--- config.mk ---
export PLATFORM = sky130hd
export DESIGN_NAME = teb_div_cell
export DESIGN_NICKNAME = d
export VERILOG_FILES = /design/src/sv/teb_pkg.sv /design/src/sv/teb_div_cell.sv
export SDC_FILE = /design/constraint.sdc
export NUM_CORES = 1
export LEC_CHECK = 0
export BUFFER_PORTS_ARGS = -buffer_cell sky130_fd_sc_hd__clkbuf_2
export CAP_MARGIN = 0
export CORE_AREA = 2 2 190 192
export CTS_BUF_LIST = sky130_fd_sc_hd__clkbuf_4
export DETAILED_ROUTE_END_ITERATION = 6
export DIE_AREA = 0 0 192 194
export REMOVE_ABC_BUFFERS = 1
export SETUP_SLACK_MARGIN = 0.5
export SLEW_MARGIN = 0
export SYNTH_ARGS = -nofsm -noshare
export SYNTH_HDL_FRONTEND = slang
export SYNTH_SLANG_ARGS = --single-unit
--- constraint.sdc ---
create_clock -name clock -period 28.3 [get_ports clock]
set_input_delay 5.66 -clock clock [delete_from_list [all_inputs] [get_ports clock]]
set_output_delay 5.66 -clock clock [all_outputs]
set_load 0.02 [all_outputs]
--- src/sv/teb_pkg.sv ---
// ----------------------------------------------------------------------------
// teb_pkg
// types, constants and the arctangent table of the emergency brake unit
// ----------------------------------------------------------------------------
`default_nettype none
package teb_pkg;

   localparam int CORDIC_STAGES = 16;
   localparam int NSTG = (CORDIC_STAGES > 24) ? 24 : CORDIC_STAGES;
   localparam int XW = 28;
   localparam int ZW = 26;
   localparam int QW = 16;
   localparam logic [14:0] INV_GAIN_Q16 = 15'd24167;
   localparam logic [14:0] ONE_Q14 = 15'd16384;

   typedef enum logic [1:0] {
      CSR_WARN_DIST  = 2'd0,
      CSR_EMERG_DIST = 2'd1,
      CSR_MAX_DECEL  = 2'd2
   } csr_idx_type;

   typedef struct packed {
      logic               front_valid;
      logic signed [23:0] front_x;
      logic signed [23:0] front_y;
      logic signed [15:0] front_speed;
      logic signed [23:0] ego_x;
      logic signed [23:0] ego_y;
      logic        [15:0] ego_heading;
      logic signed [15:0] ego_speed;
   } req_type;

   typedef struct packed {
      logic signed [15:0] new_speed;
      logic               brake_applied;
      logic        [23:0] range_out;
      logic        [15:0] ttc_out;
   } rsp_type;

   typedef struct packed {
      logic                 valid;
      logic                 fv;
      logic signed [15:0]   ego_v;
      logic signed [16:0]   rel;
      logic signed [XW-1:0] x;
      logic signed [XW-1:0] y;
      logic signed [ZW-1:0] z;
      logic        [23:0]   range;
      logic                 sat;
      logic                 emerg;
      logic                 warn;
      logic        [15:0]   r1;
      logic        [15:0]   d1;
      logic        [15:0]   n1;
      logic        [17:0]   r2;
      logic        [17:0]   d2;
      logic        [15:0]   n2;
   } tok_type;

   // arctangent of 2^-i in units of 2^-24 turn
   function automatic logic [21:0] atan_turn24(input logic [4:0] i);
      logic [21:0] a;
      case (i)
         5'd0:  a = 22'd2097152;
         5'd1:  a = 22'd1238021;
         5'd2:  a = 22'd654136;
         5'd3:  a = 22'd332050;
         5'd4:  a = 22'd166669;
         5'd5:  a = 22'd83416;
         5'd6:  a = 22'd41718;
         5'd7:  a = 22'd20860;
         5'd8:  a = 22'd10430;
         5'd9:  a = 22'd5215;
         5'd10: a = 22'd2608;
         5'd11: a = 22'd1304;
         5'd12: a = 22'd652;
         5'd13: a = 22'd326;
         5'd14: a = 22'd163;
         5'd15: a = 22'd81;
         5'd16: a = 22'd41;
         5'd17: a = 22'd20;
         5'd18: a = 22'd10;
         5'd19: a = 22'd5;
         5'd20: a = 22'd3;
         5'd21: a = 22'd1;
         5'd22: a = 22'd1;
         default: a = 22'd0;
      endcase
      return a;
   endfunction

endpackage
`default_nettype wire

--- src/sv/teb_div_cell.sv ---
// ----------------------------------------------------------------------------
// teb_div_cell
// one restoring division step for the ttc and the decel factor quotients
// ----------------------------------------------------------------------------
`default_nettype none
module teb_div_cell
   import teb_pkg::*;
(
   input  wire logic    clock,
   input  wire logic    reset,
   input  wire logic    adv,
   input  wire tok_type tok_i,
   output tok_type      tok_o
);

   tok_type tok_ff;
   tok_type tok_in;
   logic [16:0] t1;
   logic [18:0] t2;
   logic q1;
   logic q2;

   always_comb begin
      t1 = {tok_i.r1, tok_i.n1[15]};
      t2 = {tok_i.r2, tok_i.n2[15]};
      q1 = t1 >= {1'b0, tok_i.d1};
      q2 = t2 >= {1'b0, tok_i.d2};
      tok_in = tok_i;
      // quotient bits shift in where the dividend bits leave
      tok_in.r1 = q1 ? 16'(t1 - {1'b0, tok_i.d1}) : t1[15:0];
      tok_in.r2 = q2 ? 18'(t2 - {1'b0, tok_i.d2}) : t2[17:0];
      tok_in.n1 = {tok_i.n1[14:0], q1};
      tok_in.n2 = {tok_i.n2[14:0], q2};
   end

   always_ff @(posedge clock) begin
      if (reset) begin
         tok_ff.valid <= 1'b0;
      end else if (adv) begin
         tok_ff <= tok_in;
      end
   end

   assign tok_o = tok_ff;

endmodule
`default_nettype wire

# ---- Word-level counts from Yosys, hierarchy flattened
# Cells that the tools add are included.
# W data, S select, Z words.
dict set report op_classes {
  addsub 2
  n_lt_le_gt_ge 2
  n_mux 2
  bitwise_logic 1
  reduce_logical 1
}
# operator count
set op_table {}
lappend op_table {{$ge A19 B18 Y1} 1}
lappend op_table {{$mux W18} 1}
lappend op_table {{$sub A18 B18 Y18} 1}
lappend op_table {{$ge A17 B16 Y1} 1}
lappend op_table {{$mux W16} 1}
lappend op_table {{$sub A16 B16 Y16} 1}
lappend op_table {{$reduce_and A2 Y1} 1}
lappend op_table {{$not A1 Y1} 1}
dict set report word_totals {
  regBits 244
  in_bits 247
  output_inout_bits 244
}

# ---- Logic depth before layout (Yosys ltp)
dict set report logic_depth {
  word_depth 2
  depth_mapped 11
}

# ---- Worst setup path before layout
# No wires, ideal clock.
dict set report synth_timing {
  path_kind {in2reg}
  from {input reset}
  to {register tok_ff (netlist bit tok_o[0]), enable pin}
  arrival_ns 16.406
  setup_slack_ns 11.009
  cell_stages 1
  n_path_buf 0
  cell_sequence {nor2b_1}
}
dict set report synth_between {
  elab_chain_len 2
}
# item line
set synth_lines {}
lappend synth_lines {{from (decl)} teb_div_cell.sv:10} ;# input wire logic reset,
lappend synth_lines {{$not A1 Y1 (no source line)} n/a}
lappend synth_lines {{$reduce_and A2 Y1 (no source line)} n/a}
lappend synth_lines {{to (signal assigned)} teb_div_cell.sv:40} ;# tok_ff <= tok_in;
lappend synth_lines {{to (decl)} teb_div_cell.sv:16} ;# tok_type tok_ff;
# Every way passes these cells.
# A chain may end at the register's enable or synchronous reset.

==> flow_metrics.py <==
metrics = {
    "layout": {
        "nNetsFinal": 1414,
        "layout-drive-gt1-share_pct": 54.0,
        "areaGrowthSynthToFinish_pct": 39.4,
        "largest_register_ffs": 244,
    },
    "critical_path": {
        "arrival_ns": 8.23,
        "end_kind": "flop",
        "r2r_slack_ns": 27.73,
        "cp_slowest_cell": "o311ai_4",
        "worst-path-buf-inv": 2,
        "critPathMaxFanout": 16,
        "critPathLaunchType": "primary input",
        "critical_path.max_stage_delay_ns": 0.83,
        "critical_path.cell_chain": "clkbuf_2 -> inv_1 -> ha_1 -> nand3_2 -> o21bai_4 -> a211o_1 -> and2_4 -> o311ai_4 -> mux2_2",
        "worst_r2r_path_depth": 2,
        "criticalPathCategory": "in -> reg",
        "cp.required_ns": 28.74,
        "r2r-start": "tok_o[243]",
        "path_delay_family": "compound AO/OA/AOI/OAI gates",
        "reg2reg_to": "tok_o[243]",
    },
    "route": {
        "wirelength_mm": 30.0,
        "vias": 7195,
        "drc": 0,
        "drt_pass1_iterations": 6,
        "vias_per_cell": 4.37,
        "drt-initial-drc-count": 286,
        "ant_nets": 0,
        "routedWlPerCell_um": 18.2,
    },
    "sta": {
        "finalHoldViolations": 0,
        "skew_ns": 0,
        "setup_ws_ns": 20.51,
        "min_period_ns": 7.79,
        "rsz0062_at_grt": "no",
        "fmax_ghz": 0.128,
        "maxSlewViolCount": 0,
        "fin_tns_setup_ns": 0,
        "slew_headroom_pct": 31.1,
        "setup_viol": 0,
        "fin_crit_sh_pct": 27.5,
        "worst_slew_pin_slew_ns": 1.03,
    },
    "hold_path": {
        "hold_end": "tok_o[243]",
        "hold_start": "tok_o[243]",
        "min_path_type": "reg -> reg",
        "holdPathStages": 2,
    },
    "place": {
        "place.gp.congestion": 0.860,
        "dp_slack_ns": 19.79,
        "io_buffers": 490,
        "place_hpwl_mm": 23.3,
    },
    "clock_network": {
        "clockBufferDepth": 3,
        "post_cts_resized": 0,
        "cts_setup_buffers": 0,
        "holdBufCountCts": 0,
        "htree_levels": 3,
        "cts_num_sinks": 244,
        "cts_tree": "built",
        "cts_buffers": 70,
        "clk_pin_slew_ns": 0.06,
        "clk-insertion-delay-late_ns": 0.68,
        "root_buffer": "clkbuf_4",
    },
    "floorplan": {
        "placementRows": 69,
        "die_h_um": 194,
        "io_pins": 491,
        "die_area_um2": 37200,
        "core-area_um2": 35200,
        "start_util_pct": 27.8,
        "dieWidth_um": 192,
    },
    "global_route": {
        "antenna_found_initial": 1,
        "overflow": 0,
        "grt_pass1_wl_mm": 42.6,
        "grt_max_degree": 74,
        "grt_pass1_vias": 7351,
        "grt.total_usage_pct": 15.5,
    },
    "status": {
        "outcome": "finished clean",
    },
    "synthesis": {
        "synthCells": 579,
        "synth-seq-cells": 244,
        "ys_seq_area_share_pct": 74.6,
        "synthFlopType": "edfxtp_1",
        "yosys_warnings": 0,
        "ys_types": 62,
        "avgSynthCellArea_um2": 16.9,
        "synth_edf_count": 243,
        "synth_area_um2": 9810,
        "synthArstFlopShare_pct": 0,
    },
    "pwr": {
        "p_leak_uw": 0.00608,
        "ir_drop_mv": 0.0337,
        "power_density_nw_per_um2": 66.9,
    },
    "flow_run": {
        "drv_cap": 0,
    },
}
==> area by class of cell <==
cell class	count	area (um2)
diodes	2	5.00
clock buffers	89	668
clock inverters	35	218
fillers	3422	21600
inverters	42	160
multi-input cells	279	2240
flip-flops and latches	244	7320
well taps	461	577
repair buffers	494	2480
==> Yosys cell counts (all sizes together) (5+ instances only) <==
| cell type | count | share of area (%) |
|---|---|---|
| xor2 | 5 | 0.45 |
| a211oi | 6 | 0.46 |
| a21oi | 21 | 1.1 |
| xnor2 | 16 | 1.4 |
| nor2b | 7 | 0.45 |
| nand3 | 10 | 0.56 |
| ha | 34 | 4.3 |
| or2 | 5 | 0.32 |
| nor2 | 21 | 0.80 |
| mux2 | 29 | 3.9 |
| o21ai | 17 | 0.87 |
| nor3 | 6 | 0.31 |
| clkbuf | 7 | 0.27 |
| buf | 7 | 0.68 |
| a21o | 12 | 0.93 |
| inv | 42 | 1.6 |
| edfxtp | 243 | 74 |
| nand4 | 6 | 0.38 |
| nand2 | 22 | 0.84 |
| a31oi | 7 | 0.51 |
==> layer usage <==
metal | GRT usage (%) | wire, um | vias to the layer above
met2 | 26.3 | 14800 | 363
met3 | 6.01 | 2960 | 61
li1 | - | - | 3377
met5 | 0 | 0 | -
met1 | 16.4 | 11100 | 3394
met4 | 8.34 | 1130 | 0
==> kinds of logic after synthesis <==
| group | after synthesis | synth area share [%] |
|---|---|---|
| DFF | 244 | 74.6 |
| AOI/OAI and AO/OA | 97 | 7.16 |
| and+or+nand+nor | 92 | 4.71 |
| buffers and inverters | 56 | 2.58 |
| adders and majority gates | 36 | 4.75 |
| muxes | 33 | 4.31 |
| xor gates and xnor gates | 21 | 1.88 |
==> cells in the final DEF (no fill, tap or decap), types with 9 or more instances in the layout <==
cell type / instances
clkbuf_2: 490
edfxtp_1: 243
clkbuf_4: 89
inv_1: 41
ha_1: 34
clkinv_1: 24
nand2_1: 22
nor2_1: 21
a21oi_1: 21
o21ai_0: 16
xnor2_1: 16
mux2_4: 15
mux2_2: 14
a21o_1: 11
nand3_1: 9
==> worst min-delay path, stage by stage (launching register included) <==
cell	delay, ns
dfxtp_1	0.32
mux2i_1	0.06
nor2_1	0.08
==> report_power, final <==
group / switching (uW) / total (uW) / internal, uW
Combinational: 89.0 / 147 / 57.5
Sequential: 7.75 / 437 / 429
Clock: 154 / 330 / 176
==> metrics by stage <==
| stage | cells | power, uW | instance area, um2 | util (%) | hold WS, ns |
|---|---|---|---|---|---|
| 6_report | 1646 | 914 | 13700 | 38.8 | 0.494 |
| 5_1_grt | 1646 | 964 | 13700 | 38.8 | 0.557 |
| 4_1_cts | 1644 | 934 | 13700 | 38.8 | 0.505 |
| 3_5_place_dp | 1520 | 593 | 12800 | 36.3 | 0.489 |
| 3_3_place_gp | 1520 | 591 | 12800 | 36.3 | 0.477 |
| 2_1_floorplan | 565 | 538 | 9710 | - | 0.579 |
==> how the worst max path moves through the flow <==
stage	from	endpoint	cells past startpoint
2_1_floorplan	reset	tok_o[0]	1
3_3_place_gp	tok_i[69]	tok_o[87]	9
3_5_place_dp	tok_i[69]	tok_o[86]	9
4_1_cts	tok_i[69]	tok_o[90]	9
5_1_grt	tok_i[69]	tok_o[90]	9
6_report	tok_i[71]	tok_o[86]	9
No activity file was read; power rests on OpenSTA's default activity.
