==> src/sv/teb_pkg.sv <==
// ----------------------------------------------------------------------------
// teb_pkg
// types, constants and the arctangent table of the emergency brake unit
// ----------------------------------------------------------------------------
`default_nettype none
package teb_pkg;

   localparam int CORDIC_STAGES = 16;
   localparam int NSTG = (CORDIC_STAGES > 24) ? 24 : CORDIC_STAGES;
   localparam int XW = 28;
   localparam int ZW = 26;
   localparam int QW = 16;
   localparam logic [14:0] INV_GAIN_Q16 = 15'd24167;
   localparam logic [14:0] ONE_Q14 = 15'd16384;

   typedef enum logic [1:0] {
      CSR_WARN_DIST  = 2'd0,
      CSR_EMERG_DIST = 2'd1,
      CSR_MAX_DECEL  = 2'd2
   } csr_idx_type;

   typedef struct packed {
      logic               front_valid;
      logic signed [23:0] front_x;
      logic signed [23:0] front_y;
      logic signed [15:0] front_speed;
      logic signed [23:0] ego_x;
      logic signed [23:0] ego_y;
      logic        [15:0] ego_heading;
      logic signed [15:0] ego_speed;
   } req_type;

   typedef struct packed {
      logic signed [15:0] new_speed;
      logic               brake_applied;
      logic        [23:0] range_out;
      logic        [15:0] ttc_out;
   } rsp_type;

   typedef struct packed {
      logic                 valid;
      logic                 fv;
      logic signed [15:0]   ego_v;
      logic signed [16:0]   rel;
      logic signed [XW-1:0] x;
      logic signed [XW-1:0] y;
      logic signed [ZW-1:0] z;
      logic        [23:0]   range;
      logic                 sat;
      logic                 emerg;
      logic                 warn;
      logic        [15:0]   r1;
      logic        [15:0]   d1;
      logic        [15:0]   n1;
      logic        [17:0]   r2;
      logic        [17:0]   d2;
      logic        [15:0]   n2;
   } tok_type;

   // arctangent of 2^-i in units of 2^-24 turn
   function automatic logic [21:0] atan_turn24(input logic [4:0] i);
      logic [21:0] a;
      case (i)
         5'd0:  a = 22'd2097152;
         5'd1:  a = 22'd1238021;
         5'd2:  a = 22'd654136;
         5'd3:  a = 22'd332050;
         5'd4:  a = 22'd166669;
         5'd5:  a = 22'd83416;
         5'd6:  a = 22'd41718;
         5'd7:  a = 22'd20860;
         5'd8:  a = 22'd10430;
         5'd9:  a = 22'd5215;
         5'd10: a = 22'd2608;
         5'd11: a = 22'd1304;
         5'd12: a = 22'd652;
         5'd13: a = 22'd326;
         5'd14: a = 22'd163;
         5'd15: a = 22'd81;
         5'd16: a = 22'd41;
         5'd17: a = 22'd20;
         5'd18: a = 22'd10;
         5'd19: a = 22'd5;
         5'd20: a = 22'd3;
         5'd21: a = 22'd1;
         5'd22: a = 22'd1;
         default: a = 22'd0;
      endcase
      return a;
   endfunction

endpackage
`default_nettype wire

==> src/sv/teb_cordic_cell.sv <==
// ----------------------------------------------------------------------------
// teb_cordic_cell
// one registered cordic micro-rotation, rotation or vectoring mode
// ----------------------------------------------------------------------------
`default_nettype none
module teb_cordic_cell
   import teb_pkg::*;
(
   input  wire logic       clock,
   input  wire logic       reset,
   input  wire logic       adv,
   input  wire logic       vec_mode,
   input  wire logic [4:0] stage,
   input  wire tok_type    tok_i,
   output tok_type         tok_o
);

   tok_type tok_ff;
   tok_type tok_in;
   logic signed [XW-1:0] xsh;
   logic signed [XW-1:0] ysh;
   logic signed [ZW-1:0] ang;
   logic up;

   always_comb begin
      xsh = tok_i.x >>> stage;
      ysh = tok_i.y >>> stage;
      ang = $signed(ZW'(atan_turn24(stage)));
      // rotation follows the residual angle, vectoring drives y to zero
      up = vec_mode ? tok_i.y[XW-1] : !tok_i.z[ZW-1];
      tok_in = tok_i;
      if (up) begin
         tok_in.x = tok_i.x - ysh;
         tok_in.y = tok_i.y + xsh;
         tok_in.z = tok_i.z - ang;
      end else begin
         tok_in.x = tok_i.x + ysh;
         tok_in.y = tok_i.y - xsh;
         tok_in.z = tok_i.z + ang;
      end
   end

   always_ff @(posedge clock) begin
      if (reset) begin
         tok_ff.valid <= 1'b0;
      end else if (adv) begin
         tok_ff <= tok_in;
      end
   end

   assign tok_o = tok_ff;

endmodule
`default_nettype wire

==> config.mk <==
export PLATFORM = sky130hd
export DESIGN_NAME = teb_cordic_cell
export DESIGN_NICKNAME = d
export VERILOG_FILES = /design/src/sv/teb_pkg.sv /design/src/sv/teb_cordic_cell.sv
export SDC_FILE = /design/constraint.sdc
export NUM_CORES = 1
export LEC_CHECK = 0
export BUFFER_PORTS_ARGS = -buffer_cell sky130_fd_sc_hd__buf_4
export CORE_AREA = 2 2 193 195
export CTS_BUF_LIST = sky130_fd_sc_hd__clkbuf_16
export DETAILED_ROUTE_END_ITERATION = 7
export DIE_AREA = 0 0 195 197
export MAX_ROUTING_LAYER = met4
export PLACE_DENSITY = 0.74
export SLEW_MARGIN = 0
export SYNTH_ARGS = -nofsm -noshare
export SYNTH_HDL_FRONTEND = slang
export SYNTH_SLANG_ARGS = --single-unit
==> constraint.sdc <==
create_clock -name clock -period 15.2 [get_ports clock]
set_input_delay 0 -clock clock [delete_from_list [all_inputs] [get_ports clock]]
set_output_delay 0 -clock clock [all_outputs]
set_load 0.01 [all_outputs]
Word-level counts from Yosys, hierarchy flattened
Memory sizes are Yosys's and may differ from the RTL's.
Index checks and enable logic that the tools add are counted.
- bits in registers: 244
- logic and storage cells: 31
- memories: 1
- output and inout port bits: 244
- input bits: 253
- bits in read-only memories: 704
- memory list (name ; depth ; bits a word ; read ports ; clocked after memory_dff ; wr ports ; RTL line ; source):
    (name not given) ; 32 ; 22 ; 1 ; 0 ; 0 ; teb_pkg.sv:63 ; case (i)
- add/sub/neg operators: 6
- bitwise operators: 1
- reductions and logical operators: 2
- shift operators: 2
- mux-type cells: 2
- operators by type and width (kind ; number):
    2-to-1 mux 82 bit ; 1
    adder 28 bit ; 2
    >>> shifter 28 x 5 -> 28 bit ; 2
    subtractor 28 bit ; 2
    adder 26 x 23 -> 26 bit ; 1
    subtractor 26 x 23 -> 26 bit ; 1
    AND reduction 2 bit ; 1
    zero test 1 bit ; 1
    2-to-1 mux 1 bit ; 1
    inverter 1 bit ; 1

Depth between registers and ports, before layout
- depth in word-level cells: 3
- mapped depth: 27

Worst setup path after synthesis
No wires, ideal clock.
- kind: input-to-reg
- start: input reset
- end: register tok_ff (netlist bit tok_o[0]), enable pin
- required time: 14316 ps
- stages on the path: 1
- arrival: 10746 ps
- setup slack: 3569 ps
- library setup time: 884 ps
- path through: nor2b_1
- word-level cells in the longest chain between the ends: 2
- RTL lines (what ; RTL line ; source):
    start: declaration ; teb_cordic_cell.sv:10 ; input wire logic reset,
    inverter 1 bit (no source line) ; - ;
    AND reduction 2 bit (no source line) ; - ;
    end signal: assignment ; teb_cordic_cell.sv:47 ; tok_ff <= tok_in;
    end: declaration ; teb_cordic_cell.sv:18 ; tok_type tok_ff;
Every way passes these cells.
A chain may end at the register's enable or synchronous reset.

==> impl_table.tex <==
\begin{tabular}{lr}
\hline
Metric & Value \\
\hline
\multicolumn{2}{l}{\textbf{Status}} \\
\quad Outcome & completed \\
\multicolumn{2}{l}{\textbf{Placement}} \\
\quad Setup WS pre-CTS & 8.42 ns \\
\quad Sum of net half-perimeters after detailed placement & 50600 um \\
\quad Routability congestion estimate & 1.01 \\
\quad Port Buf Inserts & 496 \\
\quad Total placed instance area & 21300 sq um \\
\quad Placed cell count & 2463 \\
\multicolumn{2}{l}{\textbf{Timing}} \\
\quad Shortest clock period the worst path allows after layout & 6.29 ns \\
\quad Final worst path period share & 41.4\% \\
\quad Worst-case setup margin in the final layout & 8.91 ns \\
\quad RSZ-0062 raised after global routing & no \\
\quad Final-report max-slew violation count & 0 \\
\quad Worst-Margin Slew & 1.03 ns \\
\quad Final total negative setup slack & 0 ns \\
\quad Number of setup violations in the final report & 0 \\
\quad Final Hold Vio Count & 0 \\
\quad Headroom to the max-slew limit & 31.1\% \\
\quad Maximum clock rate & 159 MHz \\
\quad Setup Skew & 0 ns \\
\multicolumn{2}{l}{\textbf{Pwr}} \\
\quad Leakage & 9.80 nW \\
\quad Power per cell area & 102 nW/um\^{}2 \\
\quad Peak ir drop on the vdd network & 95.4 uV \\
\multicolumn{2}{l}{\textbf{Critical path}} \\
\quad Cell repeated most along the worst path & o21ai\_0 \\
\quad Startpoint types & input pin \\
\quad Data required time of the worst path & 15.50 ns \\
\quad Largest incremental delay on the critical path & 0.83 ns \\
\quad Largest fanout of any net on the critical path & 60 \\
\quad Reg2Reg Setup Slack & 14.04 ns \\
\quad Category of the worst setup path capture point & register \\
\quad Gate family responsible for the most delay along the worst path & compound AO/OA/AOI/OAI gates \\
\quad Reg-to-reg critical path startpoint & tok\_o[243] \\
\quad Capturing point of the worst reg2reg path & tok\_o[243] \\
\quad Slowest cell on crit path & buf\_4 \\
\quad CP Data Arrival Time & 6.59 ns \\
\quad Worst path buffer plus inverter count & 3 \\
\quad Worst r2r path cells & 3 \\
\quad Critical Path, Cell by Cell & buf\_4 -> buf\_4 -> mux4\_2 -> mux2i\_1 -> o22ai\_1 -> or3\_4 -> inv\_1 -> ha\_1 -> nand2\_1 -> or4\_1 -> nand2b\_1 -> o21ai\_0 -> xnor2\_1 -> ha\_1 -> a21oi\_1 -> o21ai\_0 -> a21oi\_1 -> o21bai\_1 -> a2111oi\_0 -> nor4\_1 -> o221ai\_1 -> o21ai\_0 -> xnor2\_1 \\
\quad Critical path class & in -> reg \\
\multicolumn{2}{l}{\textbf{Global routing}} \\
\quad First-pass GRT wire length & 103000 um \\
\quad Number of antenna violations at the first check in global routing & 4 \\
\quad Pin count of the biggest net entering global routing & 81 \\
\quad Global Route Usage Sum & 36.7\% \\
\quad Number of global-route vias before repair & 16100 \\
\quad Total congestion overflow after global routing & 0 \\
\multicolumn{2}{l}{\textbf{Die}} \\
\quad Full die area & 38400 sq um \\
\quad Floorplan die width & 195 um \\
\quad Placeable core area & 36300 sq um \\
\quad Number of rows created at floorplan & 70 \\
\quad Initial Utilization & 47.6\% \\
\quad Die Ht & 197 um \\
\quad Number of I/O pins & 497 \\
\multicolumn{2}{l}{\textbf{Yosys}} \\
\quad Area share of the leading cell type in the synthesized netlist & 42.3\% \\
\quad Sequential fraction of the synthesis area & 42.4\% \\
\quad Register bit total from synthesis & 244 \\
\quad Post-synthesis cell count & 1560 \\
\quad Net count after synthesis & 1910 \\
\quad Ys async rst share & 0\% \\
\quad Yosys warns & 0 \\
\quad Predominant post-synthesis flop cell & edfxtp\_1 \\
\quad Netlist cell types & 92 \\
\quad Mean instance size in the synthesized netlist & 11.1 sq um \\
\quad Most numerous cell in the Yosys netlist & edfxtp\_1 \\
\quad Synthesized area & 17300 sq um \\
\quad Top area cells in the synthesized netlist & edfxtp\_1, mux4\_2, ha\_1 \\
\quad Number of flops mapped to enable cells by yosys & 243 \\
\quad Most frequent cells after synthesis & edfxtp\_1, nor2\_1, nand2\_1 \\
\quad Cell taking the most area after synthesis & edfxtp\_1 \\
\multicolumn{2}{l}{\textbf{Job}} \\
\quad Max-cap check violation count & 0 \\
\multicolumn{2}{l}{\textbf{Cells and area}} \\
\quad Layout-stage area growth over the synthesis result & 38.9\% \\
\quad Number of flip-flops under the largest register name & 244 \\
\quad Nets & 2559 \\
\quad Final Non-Filler Cells & 2702 \\
\quad Number of inserted filler cells in the final layout & 2705 \\
\quad Layout cells sized above 1 & 30.3\% \\
\quad Final core utilization & 66.1\% \\
\quad Post-route cell area & 24000 sq um \\
\multicolumn{2}{l}{\textbf{Routing}} \\
\quad Remaining antenna violation count & 0 \\
\quad Via density & 6.08 \\
\quad Total vias in the final route & 16400 \\
\quad Residual DRC & 0 \\
\quad Drt initial violations & 1561 \\
\quad Routed wirelength normalized by instance count & 26.0 um \\
\quad Post-Route WL & 70300 um \\
\quad TritonRoute pass-1 iters & 6 \\
\multicolumn{2}{l}{\textbf{Worst hold path}} \\
\quad Hold Startpoint & tok\_i[183] \\
\quad Instance count along the most critical hold path & 3 \\
\quad Endpoint of the worst hold-timing path & tok\_o[183] \\
\quad Tightest Hold Check Type & in -> reg \\
\multicolumn{2}{l}{\textbf{CTS}} \\
\quad H-tree Lvls & 1 \\
\quad Clock-pin transition on the worst setup and hold timing paths & 0.06 ns \\
\quad CTS Sinks & 244 \\
\quad Number of CTS-inserted buffers & 27 \\
\quad Clock latency on the worst-skew pair & 0.56 ns \\
\quad TritonCTS clock tree & yes \\
\quad Longest Clk Path Bufs & 3 \\
\quad Clock root buffer master & clkbuf\_16 \\
\hline
\end{tabular}
[worst min-delay path: cells and delay by family]
family,cells,cell delay [ns]
adders and majority gates,1,0.21
buffers and inverters,1,0.13
xor gates and xnor gates,1,0.13
[how the worst max path moves through the flow]
stage | startpoint | endpoint | slack [ns] | cells past startpoint
detailed placement | stage[0] | tok_o[208] | 8.42 | 23
CTS | stage[0] | tok_o[208] | 8.94 | 23
global route | stage[0] | tok_o[180] | 8.42 | 21
floorplan | reset | tok_o[0] | 3.57 | 1
global placement | stage[0] | tok_o[208] | 8.54 | 23
finish | stage[0] | tok_o[208] | 8.91 | 23
[power breakdown]
| group | switching (mW) | internal (mW) | leakage, nW |
|---|---|---|---|
| sequential | 0.0255 | 0.846 | 2.29 |
| combinational | 0.503 | 0.417 | 7.09 |
| clock | 0.285 | 0.359 | 0.417 |
| total | 0.814 | 1.62 | 9.80 |
[per-stage QoR]
stage | power [mW] | hold WS (ns)
finish | 2.44 | 0.0201
global route | 2.54 | 0.0287
CTS | 2.42 | 0.000892
detailed placement | 1.74 | 0.179
global placement | 1.73 | 0.178
floorplan | 1.43 | 0.0724
[cells in the final DEF, fill, tap and decap left out, drive strengths merged, types with 5 or more instances in the layout]
cell	synthesis	routed
buf	37	510
edfxtp	243	243
dlygate4sd3	0	185
nor2	133	133
nand2	105	105
a21oi	97	97
ha	94	94
o21ai	92	92
xnor2	83	83
mux4	55	55
xor2	51	51
mux2i	51	51
inv	36	38
mux2	37	37
nor3	34	34
clkbuf	38	27
a21o	25	25
o21a	25	25
nand3	25	25
nor2b	24	24
a31oi	23	23
nand2b	21	21
a211oi	21	21
and3	15	15
o22ai	14	14
clkinv	0	14
o31ai	12	12
a221oi	12	12
o211ai	11	11
or2	10	10
and2	10	10
or3	10	10
nor4	9	9
a22oi	8	8
nand4	7	7
a211o	6	6
o41ai	6	6
diode	0	5
a221o	5	5
[timing repair]
item / 4_1_cts / 5_1_grt
gates resized for setup: 0 / 0
setup buffers: 0 / 0
hold buffers: 185 / 0
hold endpoints to repair: 211 / 0
[layer usage]
metal,global-route usage (%),wire (um),share of wire (%)
met2,59.7,33600,48
met4,16.0,3520,5.0
met3,6.59,5720,8.1
met5,-,0,0
met1,45.0,27400,39
[cell families after synthesis]
kind of cell / after synthesis / share of synthesized area, %
AOI/OAI and AO/OA: 411 / 15.9
xor gates and xnor gates: 134 / 6.80
adders and majority gates: 97 / 7.16
buffers and inverters: 111 / 3.27
DFF: 244 / 42.4
muxes: 143 / 12.7
and+or+nand+nor: 420 / 11.8
[layout make-up]
class	instances	area, sq um	area share (%)
inverters	36	135	0.563
repair buffers	695	5680	23.7
well taps	468	586	2.44
clock buffers	27	676	2.82
diodes	5	12.5	0.0522
multi-input cells	1205	9400	39.2
flip-flops and latches	244	7320	30.5
clock inverters	22	175	0.730
Power figures use the tool's default switching activity.
